### src/gdd_pkg.sv
`timescale 1ns / 1ps

package gdd_pkg;

   // Field widths of the two dates and of the result.
   localparam int YEAR_W  = 12;
   localparam int MONTH_W = 4;
   localparam int DAY_W   = 5;
   localparam int DIFF_W  = 21;

   // A day count lies between -32 and about 1.5 million, so 22 signed bits hold it.
   localparam int COUNT_W = 22;
   // The difference of two counts gets one more bit before it is saturated.
   localparam int WIDE_W  = COUNT_W + 1;

   // Century years from 1700 to 3900 that are not divisible by 400.
   localparam int NUM_CENTURIES = 18;
   localparam int SKIP_W        = 5;
   localparam int GROUP_SIZE    = 6;
   localparam int NUM_GROUPS    = NUM_CENTURIES / GROUP_SIZE;

   localparam logic [YEAR_W-1:0] CENTURY_YEARS [NUM_CENTURIES] = '{
      12'd1700, 12'd1800, 12'd1900, 12'd2100, 12'd2200, 12'd2300,
      12'd2500, 12'd2600, 12'd2700, 12'd2900, 12'd3000, 12'd3100,
      12'd3300, 12'd3400, 12'd3500, 12'd3700, 12'd3800, 12'd3900
   };

   // Month codes that matter to the formula.
   localparam logic [MONTH_W-1:0] MONTH_FEBRUARY = 4'd2;
   // Last day of February that counts as the skipped leap day.
   localparam logic [DAY_W-1:0]   LEAP_DAY       = 5'd29;

   // Saturation bounds of the result.
   localparam logic signed [WIDE_W-1:0] DIFF_MAX = WIDE_W'(signed'(1048575));
   localparam logic signed [WIDE_W-1:0] DIFF_MIN = -WIDE_W'(signed'(1048576));

   typedef logic signed [COUNT_W-1:0] count_type;
   typedef logic signed [WIDE_W-1:0]  wide_type;

   // Offset subtracted after February: floor(0.4 * month + 2.3), zero before March.
   function automatic logic [3:0] month_offset(input logic [MONTH_W-1:0] month);
      logic [3:0] offset;
      unique case (month)
         4'd0, 4'd1, 4'd2:     offset = 4'd0;
         4'd3, 4'd4:           offset = 4'd3;
         4'd5, 4'd6:           offset = 4'd4;
         4'd7, 4'd8, 4'd9:     offset = 4'd5;
         4'd10, 4'd11:         offset = 4'd6;
         4'd12, 4'd13, 4'd14:  offset = 4'd7;
         4'd15:                offset = 4'd8;
      endcase
      return offset;
   endfunction

endpackage

### src/gregorian_day_difference.sv
`timescale 1ns / 1ps

// Signed number of days between two Gregorian dates.
//
// Input channel: drive the six req_ date fields and raise start. A transfer
// takes place at every rising edge with start high and busy low. busy is
// always low, so a new pair of dates can be taken in every cycle.
// Result channel: rsp_strobe is high for exactly one cycle with the day
// difference (newer minus older) on rsp_day_difference. The transfer ends
// at the edge that closes that cycle; the receiver cannot hold it off.
// Pipeline: the dates go into an input register at the accepting edge and
// the result register loads at the next edge, which raises the strobe.
// Throughput is one item per cycle, set by the single stage of day-count
// logic between the two registers.
// A difference beyond the 21-bit signed range saturates.
// Reset (synchronous, active high) clears both valid flags; no result is
// lost to a stall since the receiver takes every result as it appears.

module gregorian_day_difference (
   input  logic                               clock,
   input  logic                               reset,
   input  logic                               start,
   output logic                               busy,
   input  logic [gdd_pkg::YEAR_W-1:0]         req_old_year,
   input  logic [gdd_pkg::MONTH_W-1:0]        req_old_month,
   input  logic [gdd_pkg::DAY_W-1:0]          req_old_day,
   input  logic [gdd_pkg::YEAR_W-1:0]         req_new_year,
   input  logic [gdd_pkg::MONTH_W-1:0]        req_new_month,
   input  logic [gdd_pkg::DAY_W-1:0]          req_new_day,
   output logic                               rsp_strobe,
   output logic signed [gdd_pkg::DIFF_W-1:0]  rsp_day_difference
);

   logic                               accept;
   logic                               stage_valid_ff;
   logic [gdd_pkg::YEAR_W-1:0]         old_year_ff;
   logic [gdd_pkg::MONTH_W-1:0]        old_month_ff;
   logic [gdd_pkg::DAY_W-1:0]          old_day_ff;
   logic [gdd_pkg::YEAR_W-1:0]         new_year_ff;
   logic [gdd_pkg::MONTH_W-1:0]        new_month_ff;
   logic [gdd_pkg::DAY_W-1:0]          new_day_ff;
   gdd_pkg::count_type                 old_count;
   gdd_pkg::count_type                 new_count;
   gdd_pkg::wide_type                  wide_diff;
   logic signed [gdd_pkg::DIFF_W-1:0]  diff_in;
   logic                               rsp_valid_ff;
   logic signed [gdd_pkg::DIFF_W-1:0]  rsp_day_difference_ff;

   // The pipeline never stalls, so the block is never busy.
   assign busy   = 1'b0;
   assign accept = start && !busy;

   // Input register.
   always_ff @(posedge clock) begin
      if (reset) begin
         stage_valid_ff <= 1'b0;
      end else begin
         stage_valid_ff <= accept;
      end
      if (accept) begin
         old_year_ff  <= req_old_year;
         old_month_ff <= req_old_month;
         old_day_ff   <= req_old_day;
         new_year_ff  <= req_new_year;
         new_month_ff <= req_new_month;
         new_day_ff   <= req_new_day;
      end
   end

   // Day counts of both dates.
   gdd_day_count u_old_count (
      .year  (old_year_ff),
      .month (old_month_ff),
      .day   (old_day_ff),
      .count (old_count)
   );

   gdd_day_count u_new_count (
      .year  (new_year_ff),
      .month (new_month_ff),
      .day   (new_day_ff),
      .count (new_count)
   );

   // Difference with saturation to the result width.
   assign wide_diff = gdd_pkg::wide_type'(new_count) - gdd_pkg::wide_type'(old_count);

   always_comb begin
      priority if (wide_diff > gdd_pkg::DIFF_MAX) begin
         diff_in = gdd_pkg::DIFF_MAX[gdd_pkg::DIFF_W-1:0];
      end else if (wide_diff < gdd_pkg::DIFF_MIN) begin
         diff_in = gdd_pkg::DIFF_MIN[gdd_pkg::DIFF_W-1:0];
      end else begin
         diff_in = wide_diff[gdd_pkg::DIFF_W-1:0];
      end
   end

   // Result register.
   always_ff @(posedge clock) begin
      if (reset) begin
         rsp_valid_ff <= 1'b0;
      end else begin
         rsp_valid_ff <= stage_valid_ff;
      end
      rsp_day_difference_ff <= diff_in;
   end

   assign rsp_strobe         = rsp_valid_ff;
   assign rsp_day_difference = rsp_day_difference_ff;

   // Every accepted transfer gives a result through the input and result registers.
   assert property (@(posedge clock) disable iff (reset)
      accept |=> ##1 rsp_strobe)
      else $error("accepted dates produced no result");

   // No result appears without a transfer that passed the input and result registers.
   assert property (@(posedge clock) disable iff (reset)
      rsp_strobe |-> $past(accept, 2))
      else $error("result strobe without an accepted transfer");

   // Two equal dates are zero days apart.
   assert property (@(posedge clock) disable iff (reset)
      (stage_valid_ff && (old_year_ff == new_year_ff) && (old_month_ff == new_month_ff)
       && (old_day_ff == new_day_ff)) |=> (rsp_day_difference == '0))
      else $error("equal dates gave a nonzero difference");

endmodule

### src/gdd_day_count.sv
`timescale 1ns / 1ps

module gdd_day_count (
   input  logic [gdd_pkg::YEAR_W-1:0]  year,
   input  logic [gdd_pkg::MONTH_W-1:0] month,
   input  logic [gdd_pkg::DAY_W-1:0]   day,
   output gdd_pkg::count_type          count
);

   logic                            early_month;
   logic [gdd_pkg::YEAR_W-1:0]      z_year;
   logic [gdd_pkg::YEAR_W-3:0]      quarter;
   gdd_pkg::count_type              year_term;
   gdd_pkg::count_type              month_term;
   gdd_pkg::count_type              quarter_term;
   logic                            past_leap_day;
   logic [gdd_pkg::NUM_CENTURIES-1:0] reached;
   logic [2:0]                      group_sum [gdd_pkg::NUM_GROUPS];
   logic [gdd_pkg::SKIP_W-1:0]      skips;

   // January and February take the leap term from the previous year.
   assign early_month = (month <= gdd_pkg::MONTH_FEBRUARY);
   assign z_year      = early_month ? (year - gdd_pkg::YEAR_W'(1)) : year;
   assign quarter     = z_year[gdd_pkg::YEAR_W-1:2];

   // Year and month terms; month zero gives minus 31.
   assign year_term  = gdd_pkg::count_type'({10'd0, year}) * gdd_pkg::count_type'(365);
   assign month_term = gdd_pkg::count_type'({18'd0, month}) * gdd_pkg::count_type'(31)
                       - gdd_pkg::count_type'(31);

   // Year zero before March floors to minus one.
   assign quarter_term = (early_month && (year == '0)) ? gdd_pkg::count_type'(-1)
                         : gdd_pkg::count_type'({12'd0, quarter});

   // The date is at or past February 29 of its own year.
   assign past_leap_day = (month > gdd_pkg::MONTH_FEBRUARY) ||
                          ((month == gdd_pkg::MONTH_FEBRUARY) && (day >= gdd_pkg::LEAP_DAY));

   // One compare against each skipped century leap day.
   always_comb begin
      for (int i = 0; i < gdd_pkg::NUM_CENTURIES; i++) begin
         reached[i] = ({year, past_leap_day} >= {gdd_pkg::CENTURY_YEARS[i], 1'b1});
      end
   end

   // Count the reached centuries in small groups, then add the groups.
   always_comb begin
      for (int g = 0; g < gdd_pkg::NUM_GROUPS; g++) begin
         group_sum[g] = '0;
         for (int i = 0; i < gdd_pkg::GROUP_SIZE; i++) begin
            group_sum[g] = group_sum[g] + 3'(reached[g*gdd_pkg::GROUP_SIZE + i]);
         end
      end
      skips = '0;
      for (int g = 0; g < gdd_pkg::NUM_GROUPS; g++) begin
         skips = skips + gdd_pkg::SKIP_W'(group_sum[g]);
      end
   end

   assign count = year_term + month_term
                  + gdd_pkg::count_type'({17'd0, day})
                  + quarter_term
                  - gdd_pkg::count_type'({18'd0, gdd_pkg::month_offset(month)})
                  - gdd_pkg::count_type'({17'd0, skips});

endmodule
### config.mk
export PLATFORM = sky130hd
export DESIGN_NAME = gregorian_day_difference
export DESIGN_NICKNAME = d
export VERILOG_FILES = /design/src/gdd_pkg.sv /design/src/gregorian_day_difference.sv /design/src/gdd_day_count.sv
export SDC_FILE = /design/constraint.sdc
export NUM_CORES = 1
export LEC_CHECK = 0
export ABC_AREA = 1
export BUFFER_PORTS_ARGS = -buffer_cell sky130_fd_sc_hd__buf_2
export CORE_MARGIN = 3
export CORE_UTILIZATION = 49
export DETAILED_ROUTE_END_ITERATION = 10
export PLACE_DENSITY = 0.76
export SETUP_SLACK_MARGIN = 0.3
export SLEW_MARGIN = 10
export SYNTH_ARGS = -nofsm -noshare
export SYNTH_HDL_FRONTEND = slang
export SYNTH_SLANG_ARGS = --single-unit
### constraint.sdc
create_clock -name clock -period 28.2 [get_ports clock]
set_input_delay 5.64 -clock clock [delete_from_list [all_inputs] [get_ports clock]]
set_output_delay 5.64 -clock clock [all_outputs]
set_load 0.02 [all_outputs]
==> results.json <==
{
  "grt_pass1_vias": 13300,
  "critPathLaunchType": "register",
  "yosys.area_share.simple_pct": 17.7,
  "cts-root-buf": "clkbuf_16",
  "slowest_delay_ns": 0.54,
  "gp_congestion": 0.937,
  "synth-xor-area-share_pct": 5.72,
  "cts_tree": "built",
  "arrival_ns": 10.65,
  "crit_slowest_cell": "fa_1",
  "setup_violations": 0,
  "clock_latency_ns": 0.36,
  "rows": 64,
  "crit_family": "adder cells",
  "synth_area_um2": 15500,
  "wire_per_inst_um": 15.0,
  "reg2reg_depth": 50,
  "io_buffers": 66,
  "drc": 0,
  "start_util_pct": 50.2,
  "worstHoldPathType": "register to register",
  "cts.repair.resized": 0,
  "dp.final_hpwl_um": 32300,
  "synth_top_area_share_pct": 21.4,
  "fin_crit_ns": 10.42,
  "crit_fanout": 20,
  "cpMostUsedCell": "nand2_1",
  "finalNetCount": 2545,
  "cp_num_cells": 50,
  "rsz0062_at_grt": "no",
  "maxCapViolations": 0,
  "yosysTopAreaCell": "ha_1",
  "synth_compound_area_share_pct": 10.1,
  "grt_pass1_wl_um": 63400,
  "synth_top_family_by_area": "adder cells",
  "cp.required_ns": 28.43,
  "final_common_cell": "inv_1",
  "hold_buffers": 0,
  "critical_path_class": "register to register",
  "status": "complete, no violations",
  "synthMuxAreaShare_pct": 0,
  "grtUsageTotal_pct": 22.9,
  "fmax_mhz": 95.9,
  "ant_nets": 0,
  "slew_viol_final": 0,
  "syn_to_final_growth_pct": 6.83,
  "synth_edf_count": 42,
  "syn-instance-count": 2009,
  "clock_skew_ns": 0.0131,
  "tns_ns": 0,
  "clk_path_buf_depth": 2,
  "fillerInstances": 2928,
  "worstPathBufferInverterCount": 8,
  "synth-seq-cells": 73,
  "ys_top_cells_by_area": "ha_1, fa_1, inv_1",
  "finalCritPeriodShare_pct": 37.0,
  "cp-end-kind": "register",
  "final_cell_mix": "inv_1, nand2_1, ha_1",
  "drt-initial-drc-count": 793,
  "r2r_end": "rsp_day_difference[3]",
  "cts_buffers": 9,
  "core-area_um2": 30800,
  "worst_pin_slew_ns": 0.918,
  "synthAdderAreaFrac_pct": 41.9,
  "ys_seq_area_share_pct": 12.2,
  "overflow": 0,
  "first_pass_iters": 5,
  "h-tree-depth": 3,
  "drive_gt1_share_pct": 7.11,
  "postCtsSetupRepairBufs": 0,
  "num_io_pins": 68,
  "vias": 13000,
  "diodes": 0,
  "antenna_found_initial": 0,
  "slew_headroom_pct": 38.6,
  "clk_pin_slew_ns": 0.06,
  "routed_via_density": 5.25,
  "reg2reg_from": "new_month_ff[2]",
  "avgSynthCellArea_um2": 7.70,
  "yosys_warnings": 0,
  "drt-total-wl_um": 37100,
  "r2r_slack_ns": 17.78,
  "die_width_um": 184,
  "fp.dieH_um": 184,
  "endpoint": "rsp_day_difference[3]",
  "post-route-util_pct": 53.6,
  "clkSinkCount": 73,
  "synthArstFlopShare_pct": 0,
  "dieArea_um2": 33700,
  "syn_nets": 2477,
  "synth_ff_type": "edfxtp_1",
  "grt_max_degree": 52,
  "cp-startpoint": "new_month_ff[2]",
  "report.final.hold_viol_count": 0,
  "synth_cell_types": 50
}
cells by family (layout without fill, tap and decap cells):
kind of cell | after synthesis | after routing
other | 1 | 1
AND/OR/NAND/NOR | 631 | 631
AO/OA/AOI/OAI | 281 | 281
XOR/XNOR | 101 | 101
adder cells (fa/ha/maj) | 423 | 423
flip-flops | 73 | 73
buffers and inverters | 499 | 572
routing by layer:
layer,share of wire (%),vias up,GRT usage [%]
met5,0,-,0
met4,1.9,0,5.33
met3,4.9,53,2.87
met2,46,360,38.8
met1,47,6112,31.4
li1,-,6491,-
cell type report:
cell class                 instances  area [um2]  area share [%]
sequential                        73        1880            11.4
tap                              396         495            3.00
timing repair buffer              67         338            2.04
inverter                         489        1840            11.1
clock inverter                     6        66.3           0.401
multi-input combinational       1437       11700            70.7
clock buffer                      10         229            1.39
cell usage after synthesis (3+ instances only):
master / number
a21boi_0: 5
xnor2_1: 38
or2_2: 8
edfxtp_1: 42
nand3_2: 3
a31oi_1: 17
buf_6: 4
fa_1: 159
nand4_1: 27
inv_2: 13
ha_1: 264
nand2_2: 28
nor2_2: 5
nor2_1: 137
nor4_1: 8
o21ai_0: 83
o31ai_1: 6
nand3_1: 68
dfxtp_1: 31
clkbuf_1: 4
xor2_1: 63
a21o_1: 11
o21a_1: 3
nand2_1: 316
a21oi_1: 130
inv_1: 475
o21bai_1: 10
nor3_1: 22
worst register-to-register path, delay by kind of cell (launching register included):
family	cells	cell delay (ns)
DFF	1	0.51
buffers and inverters	8	0.60
xor gates and xnor gates	2	0.40
and+or+nand+nor	19	2.20
AOI/OAI and AO/OA	9	1.64
adders and majority gates	12	4.93
per-stage QoR:
stage                     setup WS, ns  hold slack (ns)  area, um2  instances
final                            17.78            0.411      16500       2478
after global placement           18.05            0.398      16200       2462
after floorplan                  19.21            0.388      15500       2009
after global routing             17.02            0.432      16500       2478
after detailed placement         17.88            0.403      16200       2462
after CTS                        17.82            0.414      16500       2478
worst min path at each step:
| stage | startpoint | to | slack [ns] | cells after the start |
|---|---|---|---|---|
| floorplan | stage_valid_ff | rsp_strobe | 0.39 | 2 |
| detailed placement | stage_valid_ff | rsp_strobe | 0.40 | 2 |
| finish | stage_valid_ff | rsp_strobe | 0.41 | 2 |
| global route | stage_valid_ff | rsp_strobe | 0.43 | 2 |
| global placement | stage_valid_ff | rsp_strobe | 0.40 | 2 |
| CTS | stage_valid_ff | rsp_strobe | 0.41 | 2 |
Power is not shown: default switching activity piles up to over one toggle a cycle in this logic, so the estimate is an artifact.
